File: src/assert_macros.svh
// Assertion macros shared by the RTL of the window average select unit.
// Depends on nothing; the bodies are empty when SYNTH is defined.
`ifndef ASSERT_MACROS_SVH
`define ASSERT_MACROS_SVH
`ifndef SYNTH
// Implication checked on every clock edge while out of reset.
`define ASSERT_PROP(lbl, clk, rstn, prop, msg) \
	lbl: assert property (@(posedge clk) disable iff (!rstn) prop) else $error(msg);
// Condition that must never be true while out of reset.
`define ASSERT_NEVER(lbl, clk, rstn, cond, msg) \
	lbl: assert property (@(posedge clk) disable iff (!rstn) !(cond)) else $error(msg);
`else
`define ASSERT_PROP(lbl, clk, rstn, prop, msg)
`define ASSERT_NEVER(lbl, clk, rstn, cond, msg)
`endif
`endif

File: src/mwas_pkg.sv
// Shared types, register codes and defaults of the window average select unit.
// Depends on nothing; the RTL modules and the testbench import it.
package mwas_pkg;

	localparam int CHANNELS_DEF    = 4;
	localparam int WINDOW_MAX_DEF  = 16;
	localparam int SAMPLE_BITS_DEF = 12;

	localparam int IN_FIELDS  = 4;
	localparam int IN_BITS    = 12;
	localparam int VALUE_BITS = 12;
	localparam int CH_BITS    = 2;
	localparam int SEL_BITS   = 2;
	localparam int CNT_BITS   = 3;
	localparam int SEL_LIST_BITS = 8;
	localparam int REG_IDX_BITS  = 3;
	localparam int WLEN_IN_BITS  = 5;

	localparam int WINDOW_RESET = 4;
	localparam logic [CNT_BITS-1:0] CHANNEL_COUNT_RESET = 3'd4;

	localparam logic [REG_IDX_BITS-1:0] REG_CHANNEL_COUNT = 3'd0;
	localparam logic [REG_IDX_BITS-1:0] REG_WINDOW_LENGTH = 3'd1;
	localparam logic [REG_IDX_BITS-1:0] REG_USE_AVERAGE   = 3'd2;
	localparam logic [REG_IDX_BITS-1:0] REG_SELECT_COUNT  = 3'd3;
	localparam logic [REG_IDX_BITS-1:0] REG_SELECT_LIST   = 3'd4;

	typedef struct packed {
		logic [IN_BITS-1:0] sample_3;
		logic [IN_BITS-1:0] sample_2;
		logic [IN_BITS-1:0] sample_1;
		logic [IN_BITS-1:0] sample_0;
	} frame_t;

	typedef struct packed {
		logic [VALUE_BITS-1:0] value;
		logic [CH_BITS-1:0]    channel;
		logic                  last;
	} result_t;

	typedef struct packed {
		logic [REG_IDX_BITS-1:0]  index;
		logic [SEL_LIST_BITS-1:0] value;
	} cfg_word_t;

	typedef struct packed {
		logic [CNT_BITS-1:0]      chan_count;
		logic                     use_avg;
		logic [CNT_BITS-1:0]      sel_count;
		logic [SEL_LIST_BITS-1:0] sel_list;
	} cfg_t;

	typedef struct packed {
		logic               load;
		logic               write;
		logic               sweep;
		logic               div_start;
		logic               emit;
		logic               avg;
		logic [CH_BITS-1:0] ch;
		logic               last;
	} ctrl_cmd_t;

	typedef struct packed {
		logic sweep_done;
		logic div_busy;
		logic out_free;
	} dp_status_t;

endpackage

File: src/mwas_stream_if.sv
// Valid/ready channel carrying one word of payload type T.
// Depends on nothing; payload types come from mwas_pkg at the instance.
interface mwas_stream_if #(parameter type T = logic);
	logic valid;
	logic ready;
	T     data;

	modport source(output valid, output data, input ready);
	modport sink(input valid, input data, output ready);
endinterface

File: src/mwas_div.sv
// Restoring divider, one quotient bit per cycle, for the window means.
// Depends on mwas_pkg.
module mwas_div import mwas_pkg::*; #(
	parameter int NUM_BITS = 17,
	parameter int DEN_BITS = 5
) (
	input  logic                clk,
	input  logic                arst_n,
	input  logic                start,
	input  logic [NUM_BITS-1:0] dividend,
	input  logic [DEN_BITS-1:0] divisor,
	output logic                busy,
	output logic [NUM_BITS-1:0] quotient
);

	localparam int CW = $clog2(NUM_BITS + 1);

	logic [DEN_BITS-1:0] rem_q;
	logic [NUM_BITS-1:0] quo_q;
	logic [CW-1:0]       cnt_q;
	logic                busy_q;
	logic [DEN_BITS:0]   shifted;
	logic [DEN_BITS:0]   diff;

	assign shifted = {rem_q, quo_q[NUM_BITS-1]};
	assign diff    = shifted - {1'b0, divisor};

	always_ff @(posedge clk or negedge arst_n) begin
		if (!arst_n) begin
			busy_q <= 1'b0;
			cnt_q  <= '0;
		end else if (start) begin
			busy_q <= 1'b1;
			cnt_q  <= CW'(NUM_BITS);
		end else if (busy_q) begin
			cnt_q <= cnt_q - 1'b1;
			if (cnt_q == CW'(1)) begin
				busy_q <= 1'b0;
			end
		end
	end

	// The top bit of diff is the borrow: set when the divisor does not fit.
	always_ff @(posedge clk) begin
		if (start) begin
			rem_q <= '0;
			quo_q <= dividend;
		end else if (busy_q) begin
			if (!diff[DEN_BITS]) begin
				rem_q <= diff[DEN_BITS-1:0];
				quo_q <= {quo_q[NUM_BITS-2:0], 1'b1};
			end else begin
				rem_q <= shifted[DEN_BITS-1:0];
				quo_q <= {quo_q[NUM_BITS-2:0], 1'b0};
			end
		end
	end

	assign busy     = busy_q;
	assign quotient = quo_q;

endmodule

File: src/mwas_datapath.sv
// Datapath: frame capture, history ring memory, per-lane window sums,
// divider and the output register. Depends on mwas_pkg and mwas_div.
module mwas_datapath import mwas_pkg::*; #(
	parameter int CHANNELS    = CHANNELS_DEF,
	parameter int WINDOW_MAX  = WINDOW_MAX_DEF,
	parameter int SAMPLE_BITS = SAMPLE_BITS_DEF,
	localparam int WLW        = $clog2(WINDOW_MAX + 1)
) (
	input  logic           clk,
	input  logic           arst_n,
	input  ctrl_cmd_t      cmd,
	output dp_status_t     st,
	input  frame_t         frame,
	input  logic [WLW-1:0] wlen,
	input  logic           restart,
	output logic           out_valid,
	output result_t        out_data,
	input  logic           out_ready
);

	localparam int LANES = (CHANNELS < IN_FIELDS) ? CHANNELS : IN_FIELDS;
	localparam int WPW   = (WINDOW_MAX > 1) ? $clog2(WINDOW_MAX) : 1;
	localparam int SUMW  = SAMPLE_BITS + WLW;
	localparam int CHW   = (LANES > 1) ? $clog2(LANES) : 1;
	localparam int RW    = LANES * SAMPLE_BITS;

	logic [IN_BITS-1:0]     smp [IN_FIELDS];
	logic [SAMPLE_BITS-1:0] raw_q [LANES];
	logic [RW-1:0]          ring_mem [WINDOW_MAX];
	logic [RW-1:0]          row;
	logic [RW-1:0]          rd_s1;
	logic                   rdv_s1;
	logic [SUMW-1:0]        sum_q [LANES];
	logic [WPW-1:0]         wpos_q;
	logic [WLW-1:0]         fill_q;
	logic [WLW-1:0]         rptr_q;
	logic [WLW:0]           wnext;
	logic                   out_valid_q;
	result_t                out_q;
	logic [SUMW-1:0]        quotient;
	logic                   div_busy;
	logic [31:0]            val_w;
	logic [CHW-1:0]         lane;

	assign smp[0] = frame.sample_0;
	assign smp[1] = frame.sample_1;
	assign smp[2] = frame.sample_2;
	assign smp[3] = frame.sample_3;
	assign lane   = cmd.ch[CHW-1:0];
	assign wnext  = (WLW + 1)'(wpos_q) + 1'b1;

	always_comb begin
		for (int l = 0; l < LANES; l++) begin
			row[l*SAMPLE_BITS +: SAMPLE_BITS] = raw_q[l];
		end
	end

	always_ff @(posedge clk) begin
		if (cmd.load) begin
			for (int l = 0; l < LANES; l++) begin
				raw_q[l] <= SAMPLE_BITS'(smp[l]);
			end
		end
	end

	// Ring memory: one row per frame, all lanes side by side.
	always_ff @(posedge clk) begin
		if (cmd.write) begin
			ring_mem[wpos_q] <= row;
		end
	end

	always_ff @(posedge clk) begin
		rd_s1 <= ring_mem[rptr_q[WPW-1:0]];
	end

	always_ff @(posedge clk or negedge arst_n) begin
		if (!arst_n) begin
			wpos_q <= '0;
			fill_q <= '0;
		end else if (restart) begin
			wpos_q <= '0;
			fill_q <= '0;
		end else if (cmd.write) begin
			if (wnext >= {1'b0, wlen}) begin
				wpos_q <= '0;
			end else begin
				wpos_q <= wnext[WPW-1:0];
			end
			if (fill_q < wlen) begin
				fill_q <= fill_q + 1'b1;
			end
		end
	end

	// The sweep reads rows 0 to fill-1; each read is registered in rd_s1.
	always_ff @(posedge clk or negedge arst_n) begin
		if (!arst_n) begin
			rptr_q <= '0;
			rdv_s1 <= 1'b0;
		end else begin
			rdv_s1 <= cmd.sweep && (rptr_q < fill_q);
			if (cmd.write) begin
				rptr_q <= '0;
			end else if (cmd.sweep && (rptr_q < fill_q)) begin
				rptr_q <= rptr_q + 1'b1;
			end
		end
	end

	always_ff @(posedge clk) begin
		for (int l = 0; l < LANES; l++) begin
			if (cmd.write) begin
				sum_q[l] <= '0;
			end else if (rdv_s1) begin
				sum_q[l] <= sum_q[l] + SUMW'(rd_s1[l*SAMPLE_BITS +: SAMPLE_BITS]);
			end
		end
	end

	mwas_div #(
		.NUM_BITS(SUMW),
		.DEN_BITS(WLW)
	) u_div (
		.clk     (clk),
		.arst_n  (arst_n),
		.start   (cmd.div_start),
		.dividend(sum_q[lane]),
		.divisor (fill_q),
		.busy    (div_busy),
		.quotient(quotient)
	);

	assign val_w = cmd.avg ? 32'(quotient) : 32'(raw_q[lane]);

	always_ff @(posedge clk or negedge arst_n) begin
		if (!arst_n) begin
			out_valid_q <= 1'b0;
		end else if (cmd.emit) begin
			out_valid_q <= 1'b1;
		end else if (out_ready) begin
			out_valid_q <= 1'b0;
		end
	end

	always_ff @(posedge clk) begin
		if (cmd.emit) begin
			out_q.value   <= val_w[VALUE_BITS-1:0];
			out_q.channel <= cmd.ch;
			out_q.last    <= cmd.last;
		end
	end

	assign st.sweep_done = (rptr_q == fill_q) && !rdv_s1;
	assign st.div_busy   = div_busy;
	assign st.out_free   = !out_valid_q || out_ready;
	assign out_valid     = out_valid_q;
	assign out_data      = out_q;

endmodule

File: src/mwas_ctrl.sv
// Controller: sequences write, sweep and divide (average mode only) and emit
// for each frame and works out the channel order. Depends on mwas_pkg.
module mwas_ctrl import mwas_pkg::*; #(
	parameter int CHANNELS = CHANNELS_DEF
) (
	input  logic       clk,
	input  logic       arst_n,
	input  cfg_t       cfg,
	input  logic       in_valid,
	output logic       in_ready,
	output ctrl_cmd_t  cmd,
	input  dp_status_t st
);

	localparam int LANES = (CHANNELS < IN_FIELDS) ? CHANNELS : IN_FIELDS;

	typedef enum logic [5:0] {
		S_IDLE  = 6'b000001,
		S_WRITE = 6'b000010,
		S_SWEEP = 6'b000100,
		S_PICK  = 6'b001000,
		S_DIV   = 6'b010000,
		S_EMIT  = 6'b100000
	} state_t;

	state_t state_q, state_d;
	logic [CH_BITS-1:0]  k_q;
	logic [CNT_BITS-1:0] n_act;
	logic [CNT_BITS-1:0] m_out;
	logic [CH_BITS-1:0]  entry;
	logic [CH_BITS-1:0]  ch;
	logic                all_sel;
	logic                last;

	// Active channels clamped to 1..LANES; output count clamped to that.
	always_comb begin
		if (cfg.chan_count == '0) begin
			n_act = CNT_BITS'(1);
		end else if (32'(cfg.chan_count) > LANES) begin
			n_act = CNT_BITS'(LANES);
		end else begin
			n_act = cfg.chan_count;
		end
		all_sel = (cfg.sel_count == '0);
		if (all_sel || (cfg.sel_count > n_act)) begin
			m_out = n_act;
		end else begin
			m_out = cfg.sel_count;
		end
		entry = cfg.sel_list[{k_q, 1'b0} +: SEL_BITS];
		if (all_sel) begin
			ch = k_q;
		end else if ({1'b0, entry} >= n_act) begin
			ch = '0;
		end else begin
			ch = entry;
		end
		last = (({1'b0, k_q} + 1'b1) == m_out);
	end

	always_comb begin
		state_d       = state_q;
		cmd           = '0;
		cmd.avg       = cfg.use_avg;
		cmd.ch        = ch;
		cmd.last      = last;
		in_ready      = (state_q == S_IDLE);
		case (state_q)
			S_IDLE: begin
				if (in_valid) begin
					cmd.load = 1'b1;
					state_d  = S_WRITE;
				end
			end
			S_WRITE: begin
				cmd.write = 1'b1;
				state_d   = cfg.use_avg ? S_SWEEP : S_PICK;
			end
			S_SWEEP: begin
				cmd.sweep = 1'b1;
				if (st.sweep_done) begin
					state_d = S_PICK;
				end
			end
			S_PICK: begin
				if (cfg.use_avg) begin
					cmd.div_start = 1'b1;
					state_d       = S_DIV;
				end else begin
					state_d = S_EMIT;
				end
			end
			S_DIV: begin
				if (!st.div_busy) begin
					state_d = S_EMIT;
				end
			end
			S_EMIT: begin
				if (st.out_free) begin
					cmd.emit = 1'b1;
					state_d  = last ? S_IDLE : S_PICK;
				end
			end
			default: begin
				state_d = S_IDLE;
			end
		endcase
	end

	always_ff @(posedge clk or negedge arst_n) begin
		if (!arst_n) begin
			state_q <= S_IDLE;
			k_q     <= '0;
		end else begin
			state_q <= state_d;
			if (cmd.load) begin
				k_q <= '0;
			end else if (cmd.emit) begin
				k_q <= k_q + 1'b1;
			end
		end
	end

endmodule

File: src/mwas_cfg.sv
// Configuration registers and the ring restart on a window length write.
// Depends on mwas_pkg.
module mwas_cfg import mwas_pkg::*; #(
	parameter int WINDOW_MAX = WINDOW_MAX_DEF,
	localparam int WLW       = $clog2(WINDOW_MAX + 1)
) (
	input  logic           clk,
	input  logic           arst_n,
	input  logic           wr,
	input  cfg_word_t      word,
	output cfg_t           cfg,
	output logic [WLW-1:0] wlen,
	output logic           restart
);

	localparam int WLEN_RST = (WINDOW_RESET > WINDOW_MAX) ? WINDOW_MAX : WINDOW_RESET;

	cfg_t                    cfg_q;
	logic [WLW-1:0]          wlen_q;
	logic [WLEN_IN_BITS-1:0] wl_in;
	logic [WLW-1:0]          wl_clamped;

	assign wl_in = word.value[WLEN_IN_BITS-1:0];

	always_comb begin
		if (wl_in == '0) begin
			wl_clamped = WLW'(1);
		end else if (32'(wl_in) > WINDOW_MAX) begin
			wl_clamped = WLW'(WINDOW_MAX);
		end else begin
			wl_clamped = WLW'(wl_in);
		end
	end

	always_ff @(posedge clk or negedge arst_n) begin
		if (!arst_n) begin
			cfg_q.chan_count <= CHANNEL_COUNT_RESET;
			cfg_q.use_avg    <= 1'b0;
			cfg_q.sel_count  <= '0;
			cfg_q.sel_list   <= '0;
			wlen_q           <= WLW'(WLEN_RST);
		end else if (wr) begin
			case (word.index)
				REG_CHANNEL_COUNT: cfg_q.chan_count <= word.value[CNT_BITS-1:0];
				REG_WINDOW_LENGTH: wlen_q           <= wl_clamped;
				REG_USE_AVERAGE:   cfg_q.use_avg    <= word.value[0];
				REG_SELECT_COUNT:  cfg_q.sel_count  <= word.value[CNT_BITS-1:0];
				REG_SELECT_LIST:   cfg_q.sel_list   <= word.value;
				default: begin
				end
			endcase
		end
	end

	assign restart = wr && (word.index == REG_WINDOW_LENGTH);
	assign cfg     = cfg_q;
	assign wlen    = wlen_q;

endmodule

File: src/multichannel_window_average_select_unit.sv
// Each input word is one frame of up to four samples. The frame is stored in a
// per-channel history ring, then one result word per selected channel is sent,
// in selection order, with last set on the final one; a result is either the
// raw sample or the truncated mean of the filled ring entries. Only one frame
// is in work at a time. In average mode the ring memory delivers one row per
// cycle for the sum, and the shared divider, whose quotient is SUMW =
// SAMPLE_BITS + clog2(WINDOW_MAX + 1) bits wide, gives one quotient bit per
// cycle. The next frame is taken while the last result still waits in the
// output register. Writing the window length register restarts the ring.
// Depends on mwas_pkg, mwas_stream_if, mwas_cfg, mwas_ctrl and mwas_datapath.
`include "assert_macros.svh"

module multichannel_window_average_select_unit import mwas_pkg::*; #(
	parameter int CHANNELS    = CHANNELS_DEF,
	parameter int WINDOW_MAX  = WINDOW_MAX_DEF,
	parameter int SAMPLE_BITS = SAMPLE_BITS_DEF
) (
	input  logic          clk,
	input  logic          arst_n,
	mwas_stream_if.sink   in,
	mwas_stream_if.source out,
	mwas_stream_if.sink   cfg
);

	localparam int WLW = $clog2(WINDOW_MAX + 1);

	cfg_t           cfg_regs;
	logic [WLW-1:0] wlen;
	logic           restart;
	ctrl_cmd_t      cmd;
	dp_status_t     st;
	logic           in_ready;
	result_t        out_word;

	assign cfg.ready = 1'b1;

	mwas_cfg #(
		.WINDOW_MAX(WINDOW_MAX)
	) u_cfg (
		.clk    (clk),
		.arst_n (arst_n),
		.wr     (cfg.valid),
		.word   (cfg.data),
		.cfg    (cfg_regs),
		.wlen   (wlen),
		.restart(restart)
	);

	mwas_ctrl #(
		.CHANNELS(CHANNELS)
	) u_ctrl (
		.clk     (clk),
		.arst_n  (arst_n),
		.cfg     (cfg_regs),
		.in_valid(in.valid),
		.in_ready(in_ready),
		.cmd     (cmd),
		.st      (st)
	);

	mwas_datapath #(
		.CHANNELS   (CHANNELS),
		.WINDOW_MAX (WINDOW_MAX),
		.SAMPLE_BITS(SAMPLE_BITS)
	) u_dp (
		.clk      (clk),
		.arst_n   (arst_n),
		.cmd      (cmd),
		.st       (st),
		.frame    (in.data),
		.wlen     (wlen),
		.restart  (restart),
		.out_valid(out.valid),
		.out_data (out_word),
		.out_ready(out.ready)
	);

	assign in.ready = in_ready;
	assign out.data = out_word;

	// A frame is taken only when the controller is free again.
	`ASSERT_PROP(a_one_frame, clk, arst_n, in.valid && in.ready |=> !in.ready, "frame accepted while busy")
	// The divider is never restarted while a division is running.
	`ASSERT_NEVER(a_div_overlap, clk, arst_n, cmd.div_start && st.div_busy, "divider restarted while busy")
	// A result only goes into the output register when it is empty or the held word leaves.
	`ASSERT_NEVER(a_no_overwrite, clk, arst_n, cmd.emit && out.valid && !out.ready, "result overwritten")

endmodule

File: src/flat_wrapper.sv
// flat-port wrapper written by rule: the top's interface ports become plain ports
module multichannel_window_average_select_unit_flat import mwas_pkg::*;
#(
	parameter int CHANNELS    = CHANNELS_DEF,
	parameter int WINDOW_MAX  = WINDOW_MAX_DEF,
	parameter int SAMPLE_BITS = SAMPLE_BITS_DEF
)
  (clk, arst_n, in_valid, in_data, in_ready, out_valid, out_data, out_ready, cfg_valid, cfg_data, cfg_ready);
  mwas_stream_if #(.T(frame_t)) in_i ();
  mwas_stream_if #(.T(result_t)) out_i ();
  mwas_stream_if #(.T(cfg_word_t)) cfg_i ();
  input  logic clk;
  input  logic arst_n;
  input wire logic [$bits(in_i.valid)-1:0] in_valid;
  input wire logic [$bits(in_i.data)-1:0] in_data;
  output wire logic [$bits(in_i.ready)-1:0] in_ready;
  output wire logic [$bits(out_i.valid)-1:0] out_valid;
  output wire logic [$bits(out_i.data)-1:0] out_data;
  input wire logic [$bits(out_i.ready)-1:0] out_ready;
  input wire logic [$bits(cfg_i.valid)-1:0] cfg_valid;
  input wire logic [$bits(cfg_i.data)-1:0] cfg_data;
  output wire logic [$bits(cfg_i.ready)-1:0] cfg_ready;
  assign in_i.valid = in_valid;
  assign in_i.data = in_data;
  assign in_ready = in_i.ready;
  assign out_valid = out_i.valid;
  assign out_data = out_i.data;
  assign out_i.ready = out_ready;
  assign cfg_i.valid = cfg_valid;
  assign cfg_i.data = cfg_data;
  assign cfg_ready = cfg_i.ready;
  multichannel_window_average_select_unit #(.CHANNELS(CHANNELS), .WINDOW_MAX(WINDOW_MAX), .SAMPLE_BITS(SAMPLE_BITS)) u_core (.clk(clk), .arst_n(arst_n), .in(in_i), .out(out_i), .cfg(cfg_i));
endmodule
File: config.mk
export PLATFORM = sky130hd
export DESIGN_NAME = multichannel_window_average_select_unit_flat
export DESIGN_NICKNAME = d
export VERILOG_FILES = /design/src/mwas_pkg.sv /design/src/mwas_stream_if.sv /design/src/mwas_div.sv /design/src/mwas_datapath.sv /design/src/mwas_ctrl.sv /design/src/mwas_cfg.sv /design/src/multichannel_window_average_select_unit.sv /design/src/flat_wrapper.sv
export VERILOG_INCLUDE_DIRS = /design/src /design/src/src
export SDC_FILE = /design/constraint.sdc
export NUM_CORES = 1
export LEC_CHECK = 0
export BUFFER_PORTS_ARGS = -buffer_cell sky130_fd_sc_hd__buf_2
export CORE_MARGIN = 3
export CORE_UTILIZATION = 56
export DETAILED_ROUTE_END_ITERATION = 8
export PLACE_DENSITY = 0.75
export SLEW_MARGIN = 10
export SYNTH_ARGS = -nofsm -noshare
export SYNTH_HDL_FRONTEND = slang
export SYNTH_SLANG_ARGS = --single-unit
File: constraint.sdc
create_clock -name clk -period 4.85 [get_ports clk]
set_input_delay 0.97 -clock clk [delete_from_list [all_inputs] [get_ports clk]]
set_output_delay 0.97 -clock clk [all_outputs]
set_load 0.005 [all_outputs]
==> impl_metrics.env <==
export IMPL_status="finished, final reports clean"
export IMPL_p_leak_uw=0.01545
export IMPL_cpMostUsedCell="o21ai_0"
export IMPL_h_tree_depth=3
export IMPL_first_pass_iters=6
export IMPL_vias=22186
export IMPL_drv_cap=0
export IMPL_ys_async_sr_fraction_pct=4.907
export IMPL_synth_ff_type="edfxtp_1"
export IMPL_post_place_ws_ns=1.243
export IMPL_fin_crit_sh_pct=75.72
export IMPL_nNetsFinal=2523
export IMPL_grt_usage_pct=26.09
export IMPL_final_common_cell="edfxtp_1"
export IMPL_syn_nets=2397
export IMPL_mostFrequentLayoutCells="edfxtp_1, mux4_2, nand2_1"
export IMPL_synthCells=2247
export IMPL_syn_avg_cell_area_sq_um=18.48
export IMPL_timing_fmax_mhz=272.3
export IMPL_p_seq_share_pct=47.1
export IMPL_slew_limit_headroom_pct=20.65
export IMPL_fillers=4826
export IMPL_synth_cell_types=71
export IMPL_p_int_uw=17610
export IMPL_ys_seq_area_share_pct=71.81
export IMPL_synth_area_sq_mm=0.04153
export IMPL_netSwitchingPower_uw=7022
export IMPL_die_w_microns=278.3
export IMPL_clk_latency_ns=0.69
export IMPL_synth_edf_count=916
export IMPL_yosys_warnings=0
export IMPL_gp_congestion=0.8982
export IMPL_setup_ws_ns=1.178
export IMPL_holdCritPathClass="input port to asynchronous set/reset pin"
export IMPL_drive_above_1_share_pct=23.80
export IMPL_clockRootBuffer="clkbuf_16"
export IMPL_skew_ns=0.05834
export IMPL_start_util_pct=56.73
export IMPL_path_buf_inv=2
export IMPL_dp_cells=3231
export IMPL_rows=99
export IMPL_clk_pin_slew_ns=0.06
export IMPL_fin_util_pct=63.81
export IMPL_fin_cells=3418
export IMPL_crit_path_cell_trace="mux4_2, inv_1, ha_1, nand2b_1, a21oi_1, o21ai_0, o21a_1, inv_2, mux2_2, o21ai_0, a31oi_1"
export IMPL_hpwl_microns=58220
export IMPL_die_area_sq_mm=0.07747
export IMPL_cts_repair_resized=0
export IMPL_irDropWorstVdd_v=0.0003992
export IMPL_ant_nets=0
export IMPL_hold_violations=0
export IMPL_ios=82
export IMPL_cts_tree="built"
export IMPL_maxSlewViolCount=0
export IMPL_cts_buffers=99
export IMPL_port_buffers=80
export IMPL_max_stage_delay_ns=0.72
export IMPL_crit_fanout=48
export IMPL_end_kind="register"
export IMPL_avgRoutedWirePerCell_microns=29.15
export IMPL_routed_wl_microns=99650
export IMPL_synth_seq_cells=1019
export IMPL_crit_slowest_cell="inv_2"
export IMPL_required_ns=5.25
export IMPL_cts_sinks=1019
export IMPL_path_delay_family="multiplexers"
export IMPL_drt_first_iter_violations=2939
export IMPL_vias_per_cell=6.491
export IMPL_finalSetupViolations=0
export IMPL_die_height_microns=278.3
export IMPL_overflow=0
export IMPL_clkPwrFrac_pct=32.5
export IMPL_clockBufferDepth=3
export IMPL_comb_power_share_pct=20.3
export IMPL_grt_max_degree=83
export IMPL_powerDensity_mw_per_mm2=527.4
export IMPL_period_minus_slack_ns=3.672
export IMPL_postCtsHoldBufs=0
export IMPL_antenna_found_initial=9
export IMPL_drc=0
export IMPL_cts_setup_buffers=0
export IMPL_fp_coreArea_sq_mm=0.07321
export IMPL_syn_to_final_growth_pct=12.47
export IMPL_max_slew_worst_pin_slew_ns=1.187
export IMPL_worstPathArrival_ns=4.07
export IMPL_grt_pass1_wl_microns=148100
export IMPL_tns_ns=0
export IMPL_swShare_pct=28.51
export IMPL_critPathLaunchType="register"
export IMPL_rsz0062_at_grt="no"
export IMPL_crit_type="register to register"
export IMPL_grt_pass1_vias=22385
-- layout make-up --
class                           instances  area [sq um]  area share [%]
Clock inverter                         65         822.0           1.760
Multi-Input combinational cell       1083         11280           24.16
Tap cell                              959          1200           2.569
Timing Repair Buffer                  121         760.7           1.629
Antenna cell                            1         2.502        0.005357
Sequential cell                      1019         29830           63.87
Inverter                               49         183.9          0.3938
Clock buffer                          121          2621           5.612
-- worst register-to-register path, cell delays in order (launching register included) --
cell	delay (ns)
dfrtp_1	0.52
mux4_2	0.56
inv_1	0.07
ha_1	0.22
nand2b_1	0.14
a21oi_1	0.17
o21ai_0	0.10
o21a_1	0.25
inv_2	0.73
mux2_2	0.43
o21ai_0	0.15
a31oi_1	0.06
-- registers in the layout, summed over array words and instances (netlist names) --
| register | cells |
|---|---|
| u_core.u_cfg.cfg | 15 |
| u_core.u_cfg.wlen | 5 |
| u_core.u_ctrl.k_q | 2 |
| u_core.u_ctrl.state_q | 6 |
| u_core.u_dp.fill_q | 5 |
| u_core.u_dp.out_data | 15 |
| u_core.u_dp.out_valid | 1 |
| u_core.u_dp.raw_q | 48 |
| u_core.u_dp.rd_s1 | 48 |
| u_core.u_dp.rdv_s1 | 1 |
| u_core.u_dp.ring_mem | 768 |
| u_core.u_dp.rptr_q | 5 |
| u_core.u_dp.sum_q | 68 |
| u_core.u_dp.u_div.busy | 1 |
| u_core.u_dp.u_div.cnt_q | 5 |
| u_core.u_dp.u_div.quotient | 17 |
| u_core.u_dp.u_div.rem_q | 5 |
| u_core.u_dp.wpos_q | 4 |
-- path summary, 6_finish.rpt --
kind,from,to,slack (ns),depth (start not counted)
worst min-delay path,arst_n,u_core.u_dp.wpos_q[3]$_DFFE_PN0P_,0.32,1
max in group asynchronous,arst_n,u_core.u_dp.rptr_q[0]$_DFFE_PN0P_,4.03,1
worst min register to register,u_core.u_cfg.cfg[6]$_DFFE_PN0P_,u_core.u_cfg.cfg[6]$_DFFE_PN0P_,0.51,1
worst max-delay path,u_core.u_ctrl.k_q[0]$_DFFE_PN0P_,u_core.u_dp.u_div.quotient[0]$_DFFE_PP_,1.18,11
min in group clk,in_data[5],u_core.u_dp.raw_q[0][5]$_DFFE_PP_,0.46,1
worst max register to register,u_core.u_ctrl.k_q[0]$_DFFE_PN0P_,u_core.u_dp.u_div.quotient[0]$_DFFE_PP_,1.18,11
-- routing by layer --
layer | vias to the layer above | share of wire, % | track usage, %
met5 | - | 0.035 | 0
met4 | 6 | 3.3 | 8.461
met3 | 221 | 8.9 | 4.681
met2 | 1144 | 49 | 41.94
met1 | 11500 | 39 | 36.95
li1 | 9315 | - | -
-- per-stage QoR --
step	instance area [sq um]	hold WS, ns	total power (uW)
floorplan	41550	0.4752	15020
global placement	43260	0.4883	16470
detailed placement	43260	0.4923	16710
CTS	46700	0.4304	24730
global route	46710	0.3637	25590
finish	46710	0.3214	24630
-- cells in the mapped netlist (4+ instances only) --
library cell / count / area share, %
nor2_1: 108 / 0.98
fa_1: 5 / 0.24
and2_1: 7 / 0.11
inv_1: 49 / 0.44
dfxtp_1: 53 / 2.6
clkbuf_1: 58 / 0.52
nor2b_1: 14 / 0.21
xor2_1: 26 / 0.55
nor3b_1: 5 / 0.090
buf_2: 19 / 0.23
nor3_1: 27 / 0.33
o31ai_1: 16 / 0.29
nand4_1: 7 / 0.11
nand2_1: 120 / 1.1
edfxtp_1: 916 / 66
a211o_1: 4 / 0.084
or4_1: 5 / 0.090
a21boi_0: 6 / 0.11
a21oi_1: 48 / 0.58
dfrtp_1: 47 / 2.8
o21a_1: 11 / 0.20
and3_1: 35 / 0.53
o21ai_0: 53 / 0.64
nand3_1: 21 / 0.25
mux4_2: 242 / 13
nor4_1: 7 / 0.11
xnor2_1: 28 / 0.59
nand3b_1: 6 / 0.11
mux2i_1: 23 / 0.55
o211ai_1: 7 / 0.13
a21o_1: 14 / 0.25
or3_1: 8 / 0.12
o22ai_1: 20 / 0.30
buf_1: 17 / 0.15
a31oi_1: 26 / 0.39
a211oi_1: 8 / 0.14
mux2_2: 31 / 0.84
nand2b_1: 21 / 0.32
ha_1: 81 / 2.4
-- power by group through the flow --
stage	Clock [uW]	Sequential [uW]	Combinational, uW
after global routing	8450	11700	5440
after floorplan	0	11300	3760
after global placement	0	11700	4760
after detailed placement	0	11800	4940
final	8010	11600	5000
after CTS	8130	11600	5000
-- cells by family after synthesis --
logic type                 synth area share (%)
and+or+nand+nor                           4.745
AOI/OAI and AO/OA                         3.718
xor gates and xnor gates                  1.139
DFF                                       71.81
adders and majority gates                 2.681
buffers and inverters                     1.386
other                                  0.009029
muxes                                     14.52
Note: power is estimated with default switching activity, not from simulation.
